--- src/hw/rtl/dsdc_pkg.sv ---
`timescale 1ns / 1ps
package dsdc_pkg;

  localparam int unsigned DutyW   = 10;
  localparam int unsigned PowerW  = 32;
  localparam int unsigned GainW   = 16;
  localparam int unsigned PmaxW   = 31;
  localparam int unsigned MagW    = 33;
  localparam int unsigned ProdW   = MagW + GainW;   // error * gain
  localparam int unsigned ScaledW = ProdW + 4;      // times 10
  localparam int unsigned RemW    = PmaxW + 8;      // below 200 * max_power
  localparam int unsigned QuotW   = 8;
  localparam int unsigned DivStages = QuotW;

  localparam logic [1:0] REG_IMPORT = 2'd0;
  localparam logic [1:0] REG_EXPORT = 2'd1;
  localparam logic [1:0] REG_GAIN   = 2'd2;
  localparam logic [1:0] REG_PMAX   = 2'd3;

  localparam logic signed [PowerW-1:0] ImportLimit  = 32'sd50000;
  localparam logic signed [PowerW-1:0] ExportLimit  = -32'sd50000;
  localparam logic [GainW-1:0]         GainDefault  = 16'd50;
  localparam logic [PmaxW-1:0]         PmaxDefault  = 31'd2300000;
  localparam logic [QuotW-1:0]         StepCap      = 8'd200;
  localparam logic [DutyW-1:0]         DutyFull     = 10'd1000;

  typedef enum logic [1:0] {
    DIR_HOLD = 2'd0,
    DIR_DEC  = 2'd1,
    DIR_INC  = 2'd2
  } dir_t;

  typedef struct packed {
    logic signed [PowerW-1:0] imp;
    logic signed [PowerW-1:0] exp_th;
    logic signed [PowerW:0]   target;
    logic [GainW-1:0]         gain;
    logic [PmaxW-1:0]         pmax;
    logic [RemW-1:0]          cap;    // 200 * pmax
  } norm_cfg_t;

  typedef struct packed {
    logic             sat;
    logic [RemW-1:0]  rem;
    logic [QuotW-1:0] quot;
    logic [DutyW-1:0] duty;
    dir_t             dir;
  } div_item_t;

endpackage

--- src/hw/rtl/dsdc_cfg.sv ---
`timescale 1ns / 1ps
module dsdc_cfg
  import dsdc_pkg::*;
(
  input  logic        clk,
  input  logic        rst_n,
  input  logic        cfg_we,
  input  logic [1:0]  cfg_addr,
  input  logic [31:0] cfg_wdata,
  output norm_cfg_t   ncfg
);

  logic signed [PowerW-1:0] imp_r, exp_r;
  logic [GainW-1:0]         gain_r;
  logic [PmaxW-1:0]         pmax_r;
  norm_cfg_t                ncfg_r, ncfg_nxt;

  logic signed [PowerW-1:0] hi, lo;
  logic signed [PowerW:0]   sum;

  always_ff @(posedge clk) begin
    if (!rst_n) begin
      imp_r  <= ImportLimit;
      exp_r  <= ExportLimit;
      gain_r <= GainDefault;
      pmax_r <= PmaxDefault;
    end else if (cfg_we) begin
      case (cfg_addr)
        REG_IMPORT: imp_r  <= cfg_wdata;
        REG_EXPORT: exp_r  <= cfg_wdata;
        REG_GAIN:   gain_r <= cfg_wdata[GainW-1:0];
        REG_PMAX:   pmax_r <= cfg_wdata[PmaxW-1:0];
        default:    ;
      endcase
    end
  end

  always_comb begin
    hi = (imp_r < exp_r) ? exp_r : imp_r;
    lo = (imp_r < exp_r) ? imp_r : exp_r;
    if (lo > ExportLimit) lo = ExportLimit;
    if (hi < ImportLimit) hi = ImportLimit;
    sum = {hi[PowerW-1], hi} + {lo[PowerW-1], lo};
    ncfg_nxt.imp    = hi;
    ncfg_nxt.exp_th = lo;
    // halve, truncating toward zero
    ncfg_nxt.target = $signed(sum + {{PowerW{1'b0}}, sum[PowerW]}) >>> 1;
    ncfg_nxt.gain   = (gain_r == '0) ? GainDefault : gain_r;
    ncfg_nxt.pmax   = (pmax_r == '0) ? PmaxDefault : pmax_r;
    // cap is computed from the registered normalized pmax, so it settles in the cycle after pmax
    ncfg_nxt.cap    = RemW'(ncfg_r.pmax) * RemW'(StepCap);
  end

  always_ff @(posedge clk) begin
    ncfg_r <= ncfg_nxt;
  end

  assign ncfg = ncfg_r;

endmodule

--- src/hw/rtl/dsdc_front.sv ---
`timescale 1ns / 1ps
module dsdc_front
  import dsdc_pkg::*;
(
  input  logic                     clk,
  input  logic                     rst_n,
  input  logic                     adv,
  input  norm_cfg_t                ncfg,
  input  logic                     in_valid,
  input  logic [DutyW-1:0]         in_duty,
  input  logic signed [PowerW-1:0] in_grid,
  output logic                     out_valid,
  output div_item_t                out_item
);

  // stage 1: direction and error magnitude
  logic [2:0]         v_r;
  logic [MagW-1:0]    mag_r;
  logic [ProdW-1:0]   prod_r;
  logic [ScaledW-1:0] scaled_r;
  logic [DutyW-1:0]   duty_r [3];
  dir_t               dir_r  [3];
  dir_t               dir_nxt;
  logic signed [MagW-1:0] diff;
  logic [MagW-1:0]    mag_nxt;
  div_item_t          item_r, item_nxt;
  logic               v4_r;

  always_comb begin
    diff    = {in_grid[PowerW-1], in_grid} - ncfg.target;
    mag_nxt = diff[MagW-1] ? MagW'(-diff) : MagW'(diff);
    if (in_duty != '0 && in_grid >= ncfg.imp)
      dir_nxt = DIR_DEC;
    else if (in_grid <= ncfg.exp_th)
      dir_nxt = DIR_INC;
    else
      dir_nxt = DIR_HOLD;
  end

  always_comb begin
    item_nxt.sat  = ({2'b0, scaled_r} >= ScaledW'(ncfg.cap)) || (scaled_r >= ScaledW'(ncfg.cap));
    item_nxt.rem  = scaled_r[RemW-1:0];
    item_nxt.quot = '0;
    item_nxt.duty = duty_r[2];
    item_nxt.dir  = dir_r[2];
  end

  always_ff @(posedge clk) begin
    if (!rst_n) begin
      v_r  <= '0;
      v4_r <= 1'b0;
    end else if (adv) begin
      v_r  <= {v_r[1:0], in_valid};
      v4_r <= v_r[2];
    end
  end

  always_ff @(posedge clk) begin
    if (adv) begin
      mag_r     <= mag_nxt;
      duty_r[0] <= in_duty;
      dir_r[0]  <= dir_nxt;
      prod_r    <= ProdW'(mag_r) * ProdW'(ncfg.gain);
      duty_r[1] <= duty_r[0];
      dir_r[1]  <= dir_r[0];
      scaled_r  <= (ScaledW'(prod_r) << 3) + (ScaledW'(prod_r) << 1);
      duty_r[2] <= duty_r[1];
      dir_r[2]  <= dir_r[1];
      item_r    <= item_nxt;
    end
  end

  assign out_valid = v4_r;
  assign out_item  = item_r;

endmodule

--- src/hw/rtl/dsdc_div.sv ---
`timescale 1ns / 1ps
module dsdc_div
  import dsdc_pkg::*;
(
  input  logic             clk,
  input  logic             rst_n,
  input  logic             adv,
  input  logic [PmaxW-1:0] pmax,
  input  logic             in_valid,
  input  div_item_t        in_item,
  output logic             out_valid,
  output logic [QuotW-1:0] out_step,
  output logic [DutyW-1:0] out_duty,
  output dir_t             out_dir
);

  logic      v_r  [DivStages];
  div_item_t st_r [DivStages];

  // one restoring step: quotient bit k
  function automatic div_item_t div_step(div_item_t it, logic [PmaxW-1:0] d, int k);
    logic [RemW-1:0] dk;
    div_item_t       o;
    dk = RemW'(d) << k;
    o  = it;
    if (!it.sat && it.rem >= dk) begin
      o.rem     = it.rem - dk;
      o.quot[k] = 1'b1;
    end
    return o;
  endfunction

  always_ff @(posedge clk) begin
    if (!rst_n) begin
      for (int i = 0; i < DivStages; i++) v_r[i] <= 1'b0;
    end else if (adv) begin
      v_r[0] <= in_valid;
      for (int i = 1; i < DivStages; i++) v_r[i] <= v_r[i-1];
    end
  end

  always_ff @(posedge clk) begin
    if (adv) begin
      st_r[0] <= div_step(in_item, pmax, QuotW - 1);
      for (int i = 1; i < DivStages; i++)
        st_r[i] <= div_step(st_r[i-1], pmax, QuotW - 1 - i);
    end
  end

  assign out_valid = v_r[DivStages-1];
  assign out_step  = st_r[DivStages-1].sat ? StepCap : st_r[DivStages-1].quot;
  assign out_duty  = st_r[DivStages-1].duty;
  assign out_dir   = st_r[DivStages-1].dir;

endmodule

--- src/hw/rtl/deadband_step_duty_controller_top.sv ---
`timescale 1ns / 1ps
// Deadband step duty controller.
// Input items (in_*): present duty and measured grid power; one result item
// (out_*) with the new duty per input item, in order.
// Configuration: cfg_we/cfg_addr/cfg_wdata write import threshold (0), export
// threshold (1), gain (2) and max power (3); write only while no item is in
// flight, and allow the normalized copy (ncfg, then its cap) to settle before
// the next item.
// Pipeline: 13 register stages, taking one item per cycle unless stalled:
// 4 front stages (error, multiply by gain, scale by 10, saturation check),
// 8 restoring divide stages (one quotient bit each) and the output register.
// Stall: when out_tvalid is high and out_tready low, the whole pipeline
// holds and in_tready drops; nothing is lost or repeated.
// Reset (rst_n low, synchronous): pipeline emptied, registers return to
// 50000 / -50000 / 50 / 2300000.
module deadband_step_duty_controller_top
  import dsdc_pkg::*;
(
  input  logic        clk,
  input  logic        rst_n,
  input  logic        in_tvalid,
  output logic        in_tready,
  input  logic [47:0] in_tdata,   // [9:0] present_duty, [41:10] grid_power
  output logic        out_tvalid,
  input  logic        out_tready,
  output logic [15:0] out_tdata,  // [9:0] new_duty
  input  logic        cfg_we,
  input  logic [1:0]  cfg_addr,
  input  logic [31:0] cfg_wdata
);

  norm_cfg_t        ncfg;
  logic             adv;
  logic             fr_valid, dv_valid;
  div_item_t        fr_item;
  logic [QuotW-1:0] dv_step;
  logic [DutyW-1:0] dv_duty;
  dir_t             dv_dir;
  logic             ov_r;
  logic [DutyW-1:0] duty_r, duty_nxt;
  logic [DutyW:0]   sum;
  logic [DutyW-1:0] dec;

  // whole pipeline advances unless a finished item waits
  assign adv       = !ov_r || out_tready;
  assign in_tready = adv;

  dsdc_cfg u_cfg (
    .clk, .rst_n, .cfg_we, .cfg_addr, .cfg_wdata, .ncfg
  );

  dsdc_front u_front (
    .clk, .rst_n, .adv, .ncfg,
    .in_valid (in_tvalid),
    .in_duty  (in_tdata[DutyW-1:0]),
    .in_grid  (in_tdata[DutyW+PowerW-1:DutyW]),
    .out_valid(fr_valid),
    .out_item (fr_item)
  );

  dsdc_div u_div (
    .clk, .rst_n, .adv,
    .pmax     (ncfg.pmax),
    .in_valid (fr_valid),
    .in_item  (fr_item),
    .out_valid(dv_valid),
    .out_step (dv_step),
    .out_duty (dv_duty),
    .out_dir  (dv_dir)
  );

  // apply step and clamp to 0..1000; an over-range duty lowered by a small
  // step still lands at full scale
  always_comb begin
    sum = {1'b0, dv_duty} + (DutyW+1)'(dv_step);
    dec = dv_duty - DutyW'(dv_step);
    case (dv_dir)
      DIR_DEC: duty_nxt = ((DutyW+1)'(dv_step) > {1'b0, dv_duty}) ? '0
                          : ((dec > DutyFull) ? DutyFull : dec);
      DIR_INC: duty_nxt = (sum > (DutyW+1)'(DutyFull)) ? DutyFull : sum[DutyW-1:0];
      default: duty_nxt = (dv_duty > DutyFull) ? DutyFull : dv_duty;
    endcase
  end

  always_ff @(posedge clk) begin
    if (!rst_n) begin
      ov_r <= 1'b0;
    end else if (adv) begin
      ov_r <= dv_valid;
    end
  end

  always_ff @(posedge clk) begin
    if (adv) duty_r <= duty_nxt;
  end

  assign out_tvalid = ov_r;
  assign out_tdata  = {{(16-DutyW){1'b0}}, duty_r};

`ifndef ASSERT_OFF
  a_duty_range: assert property (@(posedge clk) disable iff (!rst_n)
    out_tvalid |-> out_tdata[DutyW-1:0] <= DutyFull)
    else $error("new duty above full scale");
  a_hold_stall: assert property (@(posedge clk) disable iff (!rst_n)
    out_tvalid && !out_tready |=> out_tvalid && $stable(out_tdata))
    else $error("result changed while stalled");
  a_ready: assert property (@(posedge clk) disable iff (!rst_n)
    in_tready == (!out_tvalid || out_tready))
    else $error("input ready not tied to output stall");
`endif

endmodule
--- config.mk ---
export PLATFORM = sky130hd
export DESIGN_NAME = deadband_step_duty_controller_top
export DESIGN_NICKNAME = d
export VERILOG_FILES = /design/src/hw/rtl/dsdc_pkg.sv /design/src/hw/rtl/dsdc_cfg.sv /design/src/hw/rtl/dsdc_front.sv /design/src/hw/rtl/dsdc_div.sv /design/src/hw/rtl/deadband_step_duty_controller_top.sv
export SDC_FILE = /design/constraint.sdc
export NUM_CORES = 2
export LEC_CHECK = 0
export ABC_AREA = 1
export BUFFER_PORTS_ARGS = -buffer_cell sky130_fd_sc_hd__clkbuf_2
export CORE_UTILIZATION = 65
export DETAILED_ROUTE_END_ITERATION = 8
export GPL_TIMING_DRIVEN = 0
export PLACE_DENSITY = 0.82
export SYNTH_ARGS = -nofsm -noshare
export SYNTH_HDL_FRONTEND = slang
export SYNTH_HIERARCHICAL = 1
export SYNTH_SLANG_ARGS = --single-unit
--- constraint.sdc ---
create_clock -name clk -period 25.3 [get_ports clk]
set_input_delay 2.53 -clock clk [delete_from_list [all_inputs] [get_ports clk]]
set_output_delay 2.53 -clock clk [all_outputs]
set_load 0.005 [all_outputs]
* Yosys cells after proc, flatten, opt, wreduce, memory -nomap -nowiden *
Memories as Yosys holds them, arrays and structs flattened. A register that Yosys moved wholly into a read port is not among the register bits.
Index checks and enable logic that the tools add are counted.

operators by class
  equal/unequal tests = 5
  add/sub/neg operators = 15
  order comparisons = 19
  bitwise gates (word level) = 8
  mux-type cells = 56
  reductions and logical operators = 29
  multiply operators = 2

operator list
  cell                   count
  $mux 39                14
  $mux 32                5
  $ge 53x39->1           2
  $mux 40                2
  $add 52x50->53         1
  $mul 33x16->49         1
  $mux 10                4
  $ge 39x31->1           1
  $ge 39x32->1           1
  $ge 39x33->1           1
  $ge 39x34->1           1
  $ge 39x35->1           1
  $ge 39x36->1           1
  $ge 39x37->1           1
  $ge 39x38->1           1
  $sub 39x31->39         1
  $sub 39x32->39         1
  $sub 39x33->39         1
  $sub 39x34->39         1
  $sub 39x35->39         1
  $sub 39x36->39         1
  $sub 39x37->39         1
  $sub 39x38->39         1
  $mul 31x5->36 const B  1
  29 further kinds       88

storage, ports and cells
  register bits after elaboration = 479
  RAM bits = 524
  memories = 4

memories
  name            depth  width  read ports  clocked after memory_dff  write ports  line              RTL
  u_div.st_r      8      60     8           0                         8            dsdc_div.sv:18    div_item_t st_r [DivStages];
  u_front.duty_r  3      10     3           1                         3            dsdc_front.sv:21  logic [DutyW-1:0] duty_r [3];
  u_div.v_r       8      1      8           1                         8            dsdc_div.sv:17    logic v_r [DivStages];
  u_front.dir_r   3      2      3           1                         3            dsdc_front.sv:22  dir_t dir_r [3];

* Logic depth before layout (Yosys ltp) *
An unclocked memory read counts as a cell.

  depth in word-level cells = 7
  mapped depth = 48

* Hierarchy *
The synthesis kept the hierarchy.

modules (own cells, without submodules)
  module                             times used  area each (µm²)  cells an instance
  dsdc_div                           1           35,708.0         5,092
  dsdc_front                         1           33,865.0         4,350
  dsdc_cfg                           1           16,435.8         2,170
  deadband_step_duty_controller_top  1           1,843.0          290

* Worst setup path before layout *
Ideal clock, no wire load.

  path kind = input to output
  start = input out_tready
  end = output in_tready
  setup slack = 5.954 ns
  required time = 22.770 ns
  arrival time = 16.816 ns
  stages on the path = 2
  cell sequence = inv_1 > nand2_1

on the way
  cells in the longest elaborated chain, start to end = 1

ends and longest elaborated chain
  item              line                                     RTL
  from (decl)       deadband_step_duty_controller_top.sv:25  input logic out_tready,
  $logic_or 1x1->1  deadband_step_duty_controller_top.sv:45  assign adv = !ov_r || out_tready;
  to (decl)         deadband_step_duty_controller_top.sv:22  output logic in_tready,

Every way passes these cells.

* Worst setup path after layout *
  start = register u_cfg.ncfg_r (netlist bit u_cfg/ncfg[80])
  end = register u_front.prod_r[44] (data pin)

on the way
  cells in the longest elaborated chain, start to end = 1

ends and longest elaborated chain
  item                    line              RTL
  from (decl)             dsdc_cfg.sv:16    norm_cfg_t ncfg_r, ncfg_nxt;
  from (signal assigned)  dsdc_cfg.sv:55    ncfg_r <= ncfg_nxt;
  $mul 33x16->49          dsdc_front.sv:63  prod_r <= ProdW'(mag_r) * ProdW'(ncfg.gain);
  to (signal assigned)    dsdc_front.sv:63
  to (decl)               dsdc_front.sv:19  logic [ProdW-1:0] prod_r;

Every way passes these cells.
A chain may end at the register's enable or synchronous reset.

==> run_results.csv <==
group,metric,value,unit
outcome,status,"complete, but fails checks",
outcome,failed_checks,"DRC",
global_routing,grt_use_total,43.2,%
placed_design,place_congestion,1.06,
yosys,yosys-top-cells-area,"edfxtp_1 23%, nand2_1 16%, fa_1 11%",
yosys,yosys.area_share.simple,26.9,%
worst_setup_path,crit_fanout,10,
drt,drc,16,
worst_setup_path,crit_type,"reg -> reg",
die,core,0.134,sq mm
sta,clock_skew,0.101,ns
yosys,ys_ff_latch,975,
yosys,syn_avg_cell_area,7.38,sq um
drt,ant_nets,0,
placed_design,hpwlAfterDp,233000,um
sta,setup_violations,0,
clock_tree,cts_buffers,101,
drt,via_count,81600,
sta,setup_tns,0,ns
die,fp.dieArea,0.137,sq mm
sta,drv_slew,0,
worst_setup_path,critPathRequiredTime,25.78,ns
yosys,synth_top_cell_area_share,23.2,%
drt,viasPerCell,5.84,
die,die_h,370,um
sta,hold_viol_final,0,
sta,post-route-min-period,7.60,ns
yosys,synth_top_family_by_area,"simple AND/OR/NAND/NOR gates",
worst_setup_path,crit_path_max_incr_delay,0.75,ns
yosys,synth_compound_area_share,7.38,%
clock_tree,holdBufCountCts,0,
worst_setup_path,cpMostUsedCell,"fa_1",
drt,dr.first_iter.drc_count,9247,
clock_tree,clk_path_buf_depth,3,
job,cap_violations,0,
yosys,synthDistinctLibCells,68,
clock_tree,post_cts_buffers,0,
global_routing,grt_overflow_total,0,
yosys,synth.top_cells.by_count,"3652 x nand2_1, 2225 x inv_1, 907 x nor2_1",
global_routing,grt_max_degree,79,
worst_setup_path,cp_cell_sequence,"clkbuf_1 -> clkbuf_1 -> nand2_1 -> fa_1 -> inv_1 -> fa_1 -> fa_1 -> fa_1 -> fa_1 -> inv_1 -> fa_1 -> inv_1 -> ha_1 -> nand2_1 -> nor2_1 -> inv_1 -> nor4_1 -> nand3_1 -> nand3_1 -> nand3_1 -> nand2_1 -> xor2_1",
sta,max_freq,0.132,GHz
finish,drive_above_1_share,5.31,%
finish,syn2layout_area_growth,7.41,%
sta,rsz0062_at_grt,"no",
drt,finalWirelength,296000,um
yosys,synth_adder_area_share,21.1,%
placed_design,io_buffers,92,
die,io_pins,105,
clock_tree,htree_levels,3,
yosys,synth_mux_area_share,0,%
clock_tree,clock-sinks,975,
yosys,synth_flop_cell,"edfxtp_1",
sta,finalCritPeriodShare,30.0,%
yosys,synthCells,11900,
sta,holdWs,0.414,ns
sta,fin_ws,17.70,ns
yosys,synth_edf_count,679,
yosys,synth_area,0.0879,sq mm
clock_tree,clkLatencyLatePin,0.78,ns
drt,dr.pass1.iters,9,
hold_path,hp-class,"reg -> reg",
drt,routedWlPerCell,21.2,um
global_routing,antenna_found_initial,15,
yosys,ys_seq_area_share,30.0,%
yosys,synth_top_area_cell,"edfxtp_1",
global_routing,grt_pass1_wl,450000,um
placed_design,pre_cts_ws,17.93,ns
yosys,synth.most_common_cell,"nand2_1",
die,dieWidth,370,um
clock_tree,cts_tree,"yes",
global_routing,grt_pass1_vias,80900,
worst_setup_path,worstPathArrival,8.08,ns
sta,worst_pin_slew,1.47,ns
die,rows,134,
worst_setup_path,slowest_stage,"clkbuf_1",
die,initial_core_util,65.7,%
clock_tree,post_cts_resized,0,
clock_tree,clkSlewWorstSetupHoldPaths,0.07,ns
worst_setup_path,critPathCaptureType,"flop",
finish,layout.nets,13400,
yosys,async_flop_share,0,%
yosys,synthXorXnorAreaFrac,3.19,%
sta,slew_headroom,2.17,%
clock_tree,cts_root_buffer,"clkbuf_16",
yosys,ys_warn_count,6,
worst_setup_path,worstSetupStartpointType,"flop",
==> cells by family (layout without fill, tap and decap cells) <==
group,after synthesis,in the layout
buffers and inverters,2581,2870
adders and majority gates,1201,1201
xor gates and xnor gates,317,317
AOI/OAI and AO/OA,1154,1154
other,4,25
DFF,975,975
and+or+nand+nor,5670,5670
==> metrics by stage <==
stage,cells,util [%],area [sq um]
2_1_floorplan,11900,-,87900
3_3_place_gp,13800,67.7,90600
6_report,14000,70.5,94400
5_1_grt,14000,70.5,94400
4_1_cts,14000,70.5,94400
3_5_place_dp,13800,67.9,90900
==> cells in the final DEF, fill, tap and decap left out, types with 49 or more instances in the layout <==
cell type	netlist	routed
xnor2_1	96	96
o21bai_1	50	50
inv_1	2225	2225
clkbuf_16	0	102
clkbuf_1	215	226
clkbuf_2	0	93
o21ai_0	307	307
nand3_1	562	562
xor2_1	218	218
dfxtp_1	296	296
nand4_1	141	141
o21ai_1	59	59
ha_1	731	731
fa_1	470	470
o211ai_1	49	49
nor3_1	89	89
nor2_1	907	907
nand2_1	3652	3651
edfxtp_1	679	679
nand2_2	86	86
a21oi_1	519	519
==> registers in the layout, indices dropped and copies added, names as in the netlist <==
register / cells
duty_r: 10
out_tvalid: 1
u_cfg/exp_r: 32
u_cfg/gain_r: 16
u_cfg/imp_r: 32
u_cfg/ncfg: 179
u_cfg/pmax_r: 31
u_div/st_r: 441
u_div/v_r: 8
u_front/dir_r: 6
u_front/duty_r: 30
u_front/mag_r: 33
u_front/out_item: 51
u_front/out_valid: 1
u_front/prod_r: 49
u_front/scaled_r: 52
u_front/v_r: 3
==> worst max-delay path, delay by kind of cell (launching register included) <==
kind                     cells  cell delay [ns]
XOR/XNOR                     1             0.07
adder cells (fa/ha/maj)      7             3.68
buffers and inverters        6             1.58
flip-flops                   1             0.31
AND/OR/NAND/NOR              8             1.76
==> worst paths after layout <==
| kind | start | endpoint | slack, ns | cells after the start |
|---|---|---|---|---|
| hold reg to reg | u_div/st_r[0][79] | u_div/st_r[0][139] | 0.41 | 0 |
| setup / recovery | u_cfg/ncfg[80] | u_front/prod_r[44] | 17.70 | 22 |
| setup reg to reg | u_cfg/ncfg[80] | u_front/prod_r[44] | 17.70 | 22 |
| hold / removal | u_div/st_r[0][79] | u_div/st_r[0][139] | 0.41 | 0 |
==> layout make-up <==
class                   count  area (sq um)
diodes                      5          12.5
plain buffers             315          1570
clock buffers             119          2670
clock inverters            68           817
fillers                 10900         39400
inverters                2266          8510
multi-input cells        8362         51500
flip-flops and latches    975         26300
well taps                1768          2210
repair buffers            102           736
==> per-layer routing <==
| metal | up-vias | wire [um] | track usage [%] | share of wire (%) |
|---|---|---|---|---|
| met5 | - | 125 | 0 | 0.042 |
| met3 | 1550 | 28200 | 9.38 | 9.5 |
| met2 | 4748 | 135000 | 70.7 | 45 |
| met4 | 20 | 31400 | 37.7 | 11 |
| met1 | 37500 | 102000 | 47.6 | 34 |
| li1 | 37800 | - | - | - |
Power is left out: the tool's default activity adds up to more than one toggle a clock period on the data nets, which glitch-free logic cannot reach.
